===== config.mk =====
export PLATFORM = sky130hd
export DESIGN_NAME = nnpo_ctrl
export DESIGN_NICKNAME = d
export VERILOG_FILES = /design/src/design/nnpo_pkg.sv /design/src/design/nnpo_ctrl.sv
export SDC_FILE = /design/constraint.sdc
export NUM_CORES = 1
export LEC_CHECK = 0
export ABC_AREA = 1
export BUFFER_PORTS_ARGS = -buffer_cell sky130_fd_sc_hd__buf_2
export CORE_AREA = 2 2 39 41
export DETAILED_ROUTE_END_ITERATION = 6
export DIE_AREA = 0 0 41 43
export SLEW_MARGIN = 25
export SYNTH_ARGS = -nofsm -noshare
export SYNTH_HDL_FRONTEND = slang
export SYNTH_SLANG_ARGS = --single-unit

===== constraint.sdc =====
create_clock -name clk -period 0.9 [get_ports clk]
set_input_delay 0.09 -clock clk [delete_from_list [all_inputs] [get_ports clk]]
set_output_delay 0.09 -clock clk [all_outputs]
set_load 0.01 [all_outputs]

===== src/design/nnpo_pkg.sv =====
package nnpo_pkg;

  localparam int NODE_COUNT = 32;
  localparam int LIST_DEPTH = 32;
  localparam int DIST_BITS  = 16;

  localparam int NODE_FIELD_BITS = 5;
  localparam int DIST_FIELD_BITS = 16;
  localparam int REQ_BITS        = 2;

  localparam int CNT_BITS   = $clog2(LIST_DEPTH + 1);
  localparam int IDX_BITS   = (LIST_DEPTH > 1) ? $clog2(LIST_DEPTH) : 1;
  localparam int DADDR_BITS = $clog2(NODE_COUNT * NODE_COUNT);
  localparam int DIST_DEPTH = NODE_COUNT * NODE_COUNT;

  localparam logic [REQ_BITS-1:0] REQ_WRITE  = 2'd0;
  localparam logic [REQ_BITS-1:0] REQ_APPEND = 2'd1;
  localparam logic [REQ_BITS-1:0] REQ_RUN    = 2'd2;

  typedef struct packed {
    logic dist_we;
    logic append;
    logic run_start;
    logic scan_init;
    logic scan_step;
    logic swap_rd;
    logic swap_wr;
  } cmd_t;

  typedef struct packed {
    logic cnt_zero;
    logic scan_done;
  } status_t;

endpackage


===== src/design/nnpo_ctrl.sv =====
module nnpo_ctrl (
  input  logic                          clk,
  input  logic                          rst_n,
  input  logic                          in_valid,
  input  logic [nnpo_pkg::REQ_BITS-1:0] in_req_type,
  output logic                          in_ready,
  output logic                          out_valid,
  input  logic                          out_ready,
  input  nnpo_pkg::status_t             status,
  output nnpo_pkg::cmd_t                cmd
);
  import nnpo_pkg::*;

  typedef enum logic [2:0] {
    S_IDLE,
    S_SCAN,
    S_SWAP_RD,
    S_SWAP_WR,
    S_EMIT
  } state_t;

  state_t state_r;
  state_t state_nxt;
  logic   out_valid_r;
  logic   out_valid_nxt;

  assign in_ready  = (state_r == S_IDLE);
  assign out_valid = out_valid_r;

  always_comb begin
    state_nxt     = state_r;
    out_valid_nxt = out_valid_r;
    cmd           = '0;
    case (state_r)
      S_IDLE: begin
        if (in_valid) begin
          case (in_req_type)
            REQ_WRITE:  cmd.dist_we = 1'b1;
            REQ_APPEND: cmd.append  = 1'b1;
            REQ_RUN: begin
              if (!status.cnt_zero) begin
                cmd.run_start = 1'b1;
                cmd.scan_init = 1'b1;
                state_nxt     = S_SCAN;
              end
            end
            default: ;
          endcase
        end
      end
      S_SCAN: begin
        cmd.scan_step = 1'b1;
        if (status.scan_done) begin
          state_nxt = S_SWAP_RD;
        end
      end
      S_SWAP_RD: begin
        cmd.swap_rd = 1'b1;
        state_nxt   = S_SWAP_WR;
      end
      S_SWAP_WR: begin
        cmd.swap_wr   = 1'b1;
        out_valid_nxt = 1'b1;
        state_nxt     = S_EMIT;
      end
      S_EMIT: begin
        if (out_ready) begin
          out_valid_nxt = 1'b0;
          if (status.cnt_zero) begin
            state_nxt = S_IDLE;
          end else begin
            cmd.scan_init = 1'b1;
            state_nxt     = S_SCAN;
          end
        end
      end
      default: state_nxt = S_IDLE;
    endcase
  end

  always_ff @(posedge clk) begin
    if (!rst_n) begin
      state_r     <= S_IDLE;
      out_valid_r <= 1'b0;
    end else begin
      state_r     <= state_nxt;
      out_valid_r <= out_valid_nxt;
    end
  end

endmodule


After elaboration in Yosys (flattened, before gate mapping). Index checks and enable logic that the tools add are counted.

Input bits: 8. Word-level logic and storage cells: 39. Flip-flop bits (word level): 4.

Equal/unequal tests: 11. Multiplexer cells: 21. Reduce and logical (&&, ||, !) cells: 5.

Operators with widths (number): $mux 3 (6); $pmux 3 s5 (1); $mux 1 (9); $ne 2x2->1 const B (4); $eq 3x2->1 const B (2); $reduce_and 5->1 (1); $mux 2 (2); $mux 4 (1); $pmux 1 s2 (2); $eq 3x1->1 const B (1); $eq 3x3->1 const B (1); $logic_not 3->1 (1); $eq 2x1->1 const B (1); $eq 2x2->1 const B (1); $logic_not 2->1 (1); $ne 2x1->1 const B (1); $reduce_and 2->1 (1); $reduce_bool 2->1 (1).

Longest topological paths before layout. Gate-level depths: netlist of run 1.

Word-level depth: 4. Mapped depth: 7. Gate-level depth less buffers: 7.

Worst setup path after synthesis of run 1. No wires, ideal clock.

Kind: reg-to-output. Start point: register state_r[0]. End point: output port cmd[6] (netlist name). Slack: -0.153 ns. Arrival time: 0.963 ns. Cell stages (with the launch flop): 6. Path through: dfxtp_1 inv_2 nand2_2 nor2_4 inv_1 nor3_1.

RTL lines: start, declared (RTL line nnpo_ctrl.sv:22) `state_t state_r;`; start signal, assigned (RTL line nnpo_ctrl.sv:86) `state_r <= state_nxt;`; end, declared (RTL line nnpo_ctrl.sv:10) `output nnpo_pkg::cmd_t cmd`.

==> impl_metrics.toml, run 1 <==
[worst_setup_path]
crit_path_end_kind = "output pin"
cp_top_family = "flip-flops"
cp.depth = 6
critPathMaxFanout = 4
cp_num_buf_inv = 3
startpoint_type = "flip-flop"
max_stage_delay_ps = 360
crit_type = "reg -> out"
required_ps = 810
r2r_cells = 9
slowest_stage = "dfxtp_4"
crit_path_cell_trace = "inv_4 -> nand2_4 -> nor2_4 -> inv_2 -> nor3_2 -> buf_2"
critPathArrivalTime_ps = 1130

[synth]
synthFlopType = "dfxtp_1"
syn_nets = 54
synth.distinct_cells = 18
synthesis.area_um2 = 298
synth_top_area_share_pct = 26.9
yosysWarnings = 0
yosysMostFrequentCell = "inv_1"
syn_area_per_cell_um2 = 6.47
synth_edf_count = 0
ys_top_cells_by_area = "dfxtp_1 27%, inv_1 13%, nand3_1 8.4%"
ys_seq_area_share_pct = 26.9
syn_inst = 46
yosys_register_bits = 4
synth_area_leader_cell = "dfxtp_1"
async_flop_share_pct = 0
yosys-top-cells-count = "10 x inv_1, 6 x nand2_1, 5 x nand3_1"

[routing]
dr.pass1.iters = 2
dr_total_vias = 393
drtIter0Drc = 1
route.detailed.drc = 0
wl_per_cell_um = 9.74
ant_nets = 0
vias_per_cell = 4.27
routed_wl_um = 896

[power_and_ir_drop]
p_switching_uw = 140
sequentialPowerShare_pct = 34.6
clkPwrFrac_pct = 42.4
pwr-share-comb_pct = 23.0
design_power_total_uw = 523
p_leak_nw = 0.314
ir_drop_mv = 0.757
power_switching_share_pct = 26.7
power_density_nw_per_um2 = 838
p_int_uw = 383

[placement]
dp_hpwl_um = 574
globalplace.congestion = 0.793
port_buffers = 16

[global_routing]
grt_pass1_vias = 362
grt_max_degree = 6
use_met2_pct = 16.9
grt_usage_pct = 11.0
grtUsageMet1_pct = 14.1
top_usage_layer = "met2"
antenna_found_initial = 0
use_met3_pct = 6.28
grt_pass1_wl_um = 1350
grt-ovfl-total = 0

[clock_network]
cts-root-buf = "clkbuf_4"
clock-sinks = 4
cts_max_level = 1
clockBufferDepth = 2
cts_tree = "built"
holdBufCountCts = 0
clkTransAtPathRegs_ps = 40
cts_buffers = 3
clock_latency_ps = 230

[finish]
multi_input_area_um2 = 243
diodes = 0
seq_area_um2 = 88.8
layout.nets = 86
drive_gt1_share_pct = 73.7
fillers = 153
syn_to_final_growth_pct = 110

[status]
status = "complete, but fails checks"
violations = "setup timing"

[min_path]
hold_depth = 3
holdCritPathClass = "in -> reg"

[die]
die_area_um2 = 1760
die_w_um = 41
num_io_pins = 17
start_util_pct = 21.5
core_area_um2 = 1380
die_y_um = 43
rows = 14

[timing]
fin_tns_setup_ps = -2330
relSlewSlack_pct = 81.2
period_share_pct = 135
hold_ws_ps = 120
slew_viol_final = 0
finClkSkew_ps = 4.05
finalSetupViolations = 11
fin_crit_ps = 1220
worstMarginPinSlew_ps = 281
fmax_ghz = 0.821
hold_viol_final = 0
finalWorstSetupSlack_ps = -318
rsz0062_at_grt = "true"

[run]
max_cap_viol_count = 0
through the flow:
step	worst slack, ps	std cells	utilization [%]	instance area [um2]
final	-318	92	45.1	624
after global routing	-365	92	45.1	624
after CTS	-325	88	36.8	509
after detailed placement	-106	80	31.0	429
after global placement	-99.2	80	31.0	429
after floorplan	-38.7	46	-	314
cell families after synthesis:
logic type	share of synthesized area, %
AOI/OAI and AO/OA	7.56
buffers and inverters	17.7
and+or+nand+nor	47.9
DFF	26.9
sequential cells by signal, summed over array words and instances, names as in the netlist:
signal	flops
state_r	3
out_valid	1
cell usage in the layout, fill, tap and decap left out, drive strengths merged:
master  synthesis  layout
nand2           8       8
nor2            7       7
clkbuf          0       3
nand3           6       6
a21oi           2       2
o22ai           2       2
inv            12      12
nand4           1       1
buf             1      28
nand3b          1       1
nor3            2       2
dfxtp           4       4
power by group through the flow:
stage / clock, mW / sequential (mW) / combinational [mW]
finish: 0.222 / 0.181 / 0.120
global route: 0.244 / 0.181 / 0.133
CTS: 0.227 / 0.183 / 0.113
detailed placement: 0 / 0.186 / 0.0923
global placement: 0 / 0.186 / 0.0917
floorplan: 0 / 0.186 / 0.0511
worst register-to-register path, delay by kind of cell (launching register included):
family                 cells  cell delay (ps)
flip-flops                 1              380
buffers and inverters      3              290
AND/OR/NAND/NOR            6              380
per-layer routing:
metal	vias to the layer above	share of wire [%]
met4	0	0
li1	204	-
met3	0	4.1
met5	-	0
met2	9	57
met1	180	39
cell type report:
type	count	area share [%]
Timing Repair Buffer	28	31.7
Multi-Input combinational cell	29	38.9
Inverter	12	8.42
Tap cell	16	3.21
Sequential cell	4	14.2
Clock buffer	3	3.61
path summary, 6_finish.rpt:
path / start / slack [ps] / end
worst max-delay path: state_r[1]$_SDFFE_PN0P_ / -320 / cmd[6]
worst min register to register: out_valid$_SDFFE_PN0P_ / 460 / out_valid$_SDFFE_PN0P_
worst min-delay path: rst_n / 120 / state_r[0]$_SDFFE_PN0P_
worst max register to register: state_r[1]$_SDFFE_PN0P_ / -250 / state_r[0]$_SDFFE_PN0P_
timing repair:
item	CTS	global route
pin swaps	6	6
setup buffers	5	6
setup endpoints to repair	10	12
gates resized for setup	5	23
(Power assumes the default switching activity.)
==> run 2: changes to the inputs <==
--- a/config.mk
+++ b/config.mk
@@ -7,9 +7,9 @@
 export LEC_CHECK = 0
 export ABC_AREA = 1
 export BUFFER_PORTS_ARGS = -buffer_cell sky130_fd_sc_hd__buf_2
-export CORE_AREA = 2 2 39 41
+export CORE_AREA = 10 10 47 49
 export DETAILED_ROUTE_END_ITERATION = 6
-export DIE_AREA = 0 0 41 43
+export DIE_AREA = 0 0 57 59
 export SLEW_MARGIN = 25
 export SYNTH_ARGS = -nofsm -noshare
 export SYNTH_HDL_FRONTEND = slang
==> impl_metrics.toml, run 2 (synthesized netlist as in run 1, its figures left out) <==
[status]
status = "complete, but fails checks"
violations = "setup timing"

[timing]
fmax_ghz = 0.821
finalSetupViolations = 11
relSlewSlack_pct = 85.5
rsz0062_at_grt = "true"
fin_crit_ps = 1220
slew_viol_final = 0
finClkSkew_ps = 0.0524
period_share_pct = 135
hold_viol_final = 0
finalWorstSetupSlack_ps = -318
fin_tns_setup_ps = -2470
worstMarginPinSlew_ps = 216

[die]
die_area_um2 = 3360
die_w_um = 57
start_util_pct = 21.3
rows = 14
die_y_um = 59
core_area_um2 = 1400
num_io_pins = 17

[power_and_ir_drop]
p_switching_uw = 139
power_switching_share_pct = 26.0
p_int_uw = 395
p_leak_nw = 0.322
pwr-share-comb_pct = 25.7
clkPwrFrac_pct = 40.6
design_power_total_uw = 534
sequentialPowerShare_pct = 33.6
ir_drop_mv = 0.673
power_density_nw_per_um2 = 868

[global_routing]
grt_usage_pct = 6.78
grt_max_degree = 6
grt_pass1_vias = 428
grt-ovfl-total = 0
grt_pass1_wl_um = 1770
antenna_found_initial = 0

[finish]
largest_register_ffs = 3
largest_register = "state_r"
seq_area_um2 = 88.8
diodes = 0
multi_input_area_um2 = 244
layout_common_cells = "14 x buf_2, 10 x buf_4, 7 x inv_1"
drive_gt1_share_pct = 73.7
syn_to_final_growth_pct = 107
fillers = 144
layout_commonest_cell = "buf_2"
layout.nets = 86

[worst_setup_path]
crit_type = "reg -> out"
startpoint_type = "flip-flop"
critPathMaxFanout = 4
crit_path_end_kind = "output pin"
critPathArrivalTime_ps = 1130
required_ps = 810
rrSetupSlack_ps = -220

[routing]
ant_nets = 0
wl_per_cell_um = 11.6
dr_total_vias = 393
routed_wl_um = 1060
dr.pass1.iters = 4
vias_per_cell = 4.27
drtIter0Drc = 5
route.detailed.drc = 0

[clock_network]
cts-root-buf = "clkbuf_4"
clock-sinks = 4
cts_tree = "built"
clock_latency_ps = 230
cts_max_level = 1
cts_buffers = 3
clkTransAtPathRegs_ps = 30
clockBufferDepth = 2
holdBufCountCts = 0

[run]
max_cap_viol_count = 0

[placement]
port_buffers = 16
globalplace.congestion = 0.789
dp_hpwl_um = 740

[min_path]
holdCritPathClass = "in -> reg"
[run 2: cell counts in the layout (fill, tap and decap cells not counted)]
No cell type changed its count.
[run 2: per-stage QoR]
step | setup WS (ps) | instance area, um2 | hold slack [ps] | utilization (%) | cells
after global placement | -94.9 | 444 | 373 | 31.7 | 82
final | -318 | 616 | 135 | 43.9 | 92
after detailed placement | -104 | 444 | 376 | 31.7 | 82
after global routing | -386 | 616 | 127 | 43.9 | 92
after CTS | -347 | 548 | 129 | 39.1 | 90
after floorplan | -38.7 | 314 | 213 | - | 46
[run 2: repair_timing]
item,CTS,global route
gates cloned,0,0
setup buffers,6,3
pin swaps,3,4
endpoints found under the setup margin,10,11
gates resized for setup,10,14
endpoints found under the hold margin,0,0
[run 2: worst max-delay path, stage by stage, from the launching register on]
cell	delay [ps]
dfxtp_4	350
inv_4	60
nand2_4	50
nor2_4	110
inv_2	70
nor3_2	90
buf_2	150
[run 2: routing by layer]
layer  vias to the layer above  part of all wire (%)  global-route usage [%]
met1                       176                    31                    5.58
met4                         0                     0                    3.69
met2                        10                    59                    11.3
met3                         0                    10                    5.58
met5                         -                     0                       0
li1                        207                     -                       -
[run 2: final timing paths]
| kind | end | startpoint | depth (start not counted) |
|---|---|---|---|
| max | cmd[6] | state_r[0]$_SDFFE_PN0P_ | 6 |
| min | state_r[0]$_SDFFE_PN0P_ | rst_n | 3 |
| max reg2reg | state_r[0]$_SDFFE_PN0P_ | state_r[1]$_SDFFE_PN0P_ | 9 |
| min reg2reg | out_valid$_SDFFE_PN0P_ | out_valid$_SDFFE_PN0P_ | 2 |
[run 2: power groups by stage]
| stage | Clock [mW] | Sequential (mW) | Combinational (mW) |
|---|---|---|---|
| 2_1_floorplan | 0 | 0.186 | 0.0511 |
| 3_3_place_gp | 0 | 0.186 | 0.0958 |
| 3_5_place_dp | 0 | 0.186 | 0.0962 |
| 4_1_cts | 0.230 | 0.183 | 0.121 |
| 5_1_grt | 0.253 | 0.180 | 0.150 |
| 6_report | 0.217 | 0.180 | 0.137 |
[run 2: cell type report]
type / instances / share of cell area, %
clock buffers: 3 / 3.66
inverters: 12 / 8.13
multi-input cells: 29 / 39.6
flip-flops and latches: 4 / 14.4
well taps: 16 / 3.25
repair buffers: 28 / 30.9
==> run 3: changes to the inputs <==
--- a/config.mk
+++ b/config.mk
@@ -5,7 +5,7 @@
 export SDC_FILE = /design/constraint.sdc
 export NUM_CORES = 1
 export LEC_CHECK = 0
-export ABC_AREA = 1
+export ABC_AREA = 0
 export BUFFER_PORTS_ARGS = -buffer_cell sky130_fd_sc_hd__buf_2
 export CORE_AREA = 10 10 47 49
 export DETAILED_ROUTE_END_ITERATION = 6
==> constraint.sdc (replaced) <==
create_clock -name clk -period 1.5 [get_ports clk]
set_input_delay 0.15 -clock clk [delete_from_list [all_inputs] [get_ports clk]]
set_output_delay 0.15 -clock clk [all_outputs]
set_load 0.01 [all_outputs]
==> impl_metrics.toml, run 3 <==
[status]
status = "complete, no violations"

[worst_setup_path]
crit_type = "reg -> out"
critPathMaxFanout = 8
startpoint_type = "flip-flop"
critPathArrivalTime_ps = 1190
r2r-start = "state_r[1]$_SDFFE_PN0P_"
slowest_stage = "dfxtp_1"
crit_path_end_kind = "output pin"
max_stage_delay_ps = 380
rrSetupSlack_ps = 520
required_ps = 1350
reg2reg_to = "state_r[2]$_SDFFE_PN0P_"
crit_path_cell_trace = "nor3_2 -> and4bb_1 -> buf_2"
r2r_cells = 3

[timing]
rsz0062_at_grt = "false"
worstMarginPinSlew_ps = 302
finClkSkew_ps = 5.47
period_share_pct = 89.4
finalWorstSetupSlack_ps = 159
slew_viol_final = 0
relSlewSlack_pct = 79.6
fin_tns_setup_ps = 0
fmax_ghz = 0.746
hold_viol_final = 0
fin_crit_ps = 1340
finalSetupViolations = 0

[synth]
yosysWarnings = 0
synthMuxAreaShare_pct = 0
yosys-top-cells-count = "4 x dfxtp_1, 3 x and2_1"
synth_top_family_by_area = "simple AND/OR/NAND/NOR gates"
synth_compound_area_share_pct = 19.5
synthesis.area_um2 = 295
synth-simple-area-share_pct = 41.9
synth_xor_area_share_pct = 0
yosysMostFrequentCell = "dfxtp_1"
yosys_register_bits = 4
yosys.area_share.adder_pct = 0
synth_area_leader_cell = "dfxtp_1"
ys_seq_area_share_pct = 27.1
async_flop_share_pct = 0
ys_top_cells_by_area = "dfxtp_1 27%, buf_6 7.6%, and2_1 6.4%"
synth_edf_count = 0
synth.distinct_cells = 24
syn_area_per_cell_um2 = 8.95
syn_inst = 33
synth_top_area_share_pct = 27.1
synthFlopType = "dfxtp_1"
syn_nets = 41

[routing]
wl_per_cell_um = 12.0
vias_per_cell = 4.83
highest_layer = "met3"
ant_nets = 0
met2_length_um = 297
met3_length_um = 106
dr.pass1.iters = 3
drtIter0Drc = 1
routed_wl_um = 783
route.detailed.drc = 0
drt-met1-wl_um = 379
dr_total_vias = 314

[run]
max_cap_viol_count = 0

[placement]
post-place-cells = 62
port_buffers = 16
globalplace.congestion = 0.740
postPlaceCellArea_um2 = 365
place_ws_ps = 294
dp_hpwl_um = 626

[finish]
layout_common_cells = "16 x buf_2, 3 x and2_1, 3 x clkbuf_4"
largest_register = "state_r"
largest_register_ffs = 3
layout_commonest_cell = "buf_2"
fin_cells = 65
seq_area_um2 = 82.6
multi_input_area_um2 = 181
fin_area_um2 = 390
syn_to_final_growth_pct = 32.2
fillers = 164
diodes = 0
layout.nets = 59
drive_gt1_share_pct = 49.0

[die]
die_y_um = 59
core_area_um2 = 1400
die_area_um2 = 3360
start_util_pct = 21.1
rows = 14
die_w_um = 57
num_io_pins = 17

[clock_network]
cts_buffers = 3
cts_tree = "built"
holdBufCountCts = 0
clkTransAtPathRegs_ps = 40
cts_setup_buffers = 0
clock_latency_ps = 240
cts_max_level = 1
clock-sinks = 4
clockBufferDepth = 2
cts-root-buf = "clkbuf_4"

[power_and_ir_drop]
p_leak_nw = 0.184
ir_drop_mv = 0.179
design_power_total_uw = 314
power_density_nw_per_um2 = 805

[min_path]
hold_depth = 2
holdCritPathClass = "in -> reg"
hold_path_startpoint = "rst_n"
holdPathEnd = "state_r[2]$_SDFFE_PN0P_"

[global_routing]
grt_pass1_wl_um = 1330
grt_pass1_vias = 313
grt_usage_pct = 4.93
grt_max_degree = 12
grt-ovfl-total = 0
antenna_found_initial = 0
==> run 3: cell type report <==
class	count	share of cell area [%]
multi-input combinational	25	46.5
sequential	4	21.2
timing repair buffer	16	20.5
clock buffer	3	5.77
tap	16	5.13
inverter	1	0.962
==> run 3: cell families after synthesis <==
kind of cell,after synthesis
AO/OA/AOI/OAI,9
buffers and inverters,4
flip-flops,4
AND/OR/NAND/NOR,16
==> run 3: routing by layer <==
metal	vias to the layer above	GRT usage (%)
li1	160	-
met5	-	0
met1	138	5.72
met4	0	3.02
met2	16	6.20
met3	0	3.65
==> run 3: per-stage QoR <==
step | util, % | hold slack (ps)
3_3_place_gp | 26.1 | 402
2_1_floorplan | - | 268
6_report | 27.9 | 167
4_1_cts | 27.7 | 159
5_1_grt | 27.9 | 178
3_5_place_dp | 26.1 | 396
==> run 3: power breakdown <==
part | switching [mW] | internal [mW] | total [mW]
Clock | 0.0458 | 0.0896 | 0.135
Sequential | 0.00898 | 0.111 | 0.120
Combinational | 0.0283 | 0.0303 | 0.0586
==> run 3: worst max-delay path by stage <==
stage	start	endpoint	slack [ps]	cells after the start
floorplan	state_r[2]$_SDFFE_PN0P_	cmd[5]	390	3
global placement	state_r[2]$_SDFFE_PN0P_	cmd[3]	290	4
detailed placement	state_r[2]$_SDFFE_PN0P_	cmd[3]	290	4
CTS	state_r[2]$_SDFFE_PN0P_	cmd[3]	40	4
global route	state_r[0]$_SDFFE_PN0P_	cmd[5]	50	3
finish	state_r[0]$_SDFFE_PN0P_	cmd[6]	160	3
==> run 3: critical path, delay by kind of cell, from the launching register on <==
| kind | cells | cell delay, ps |
|---|---|---|
| DFF | 1 | 380 |
| and+or+nand+nor | 2 | 460 |
| buffers and inverters | 1 | 130 |
==> run 3: repair_timing <==
item	in CTS	in global routing
resized for setup	0	2
setup endpoints to repair	0	2
endpoints found under the hold margin	0	0
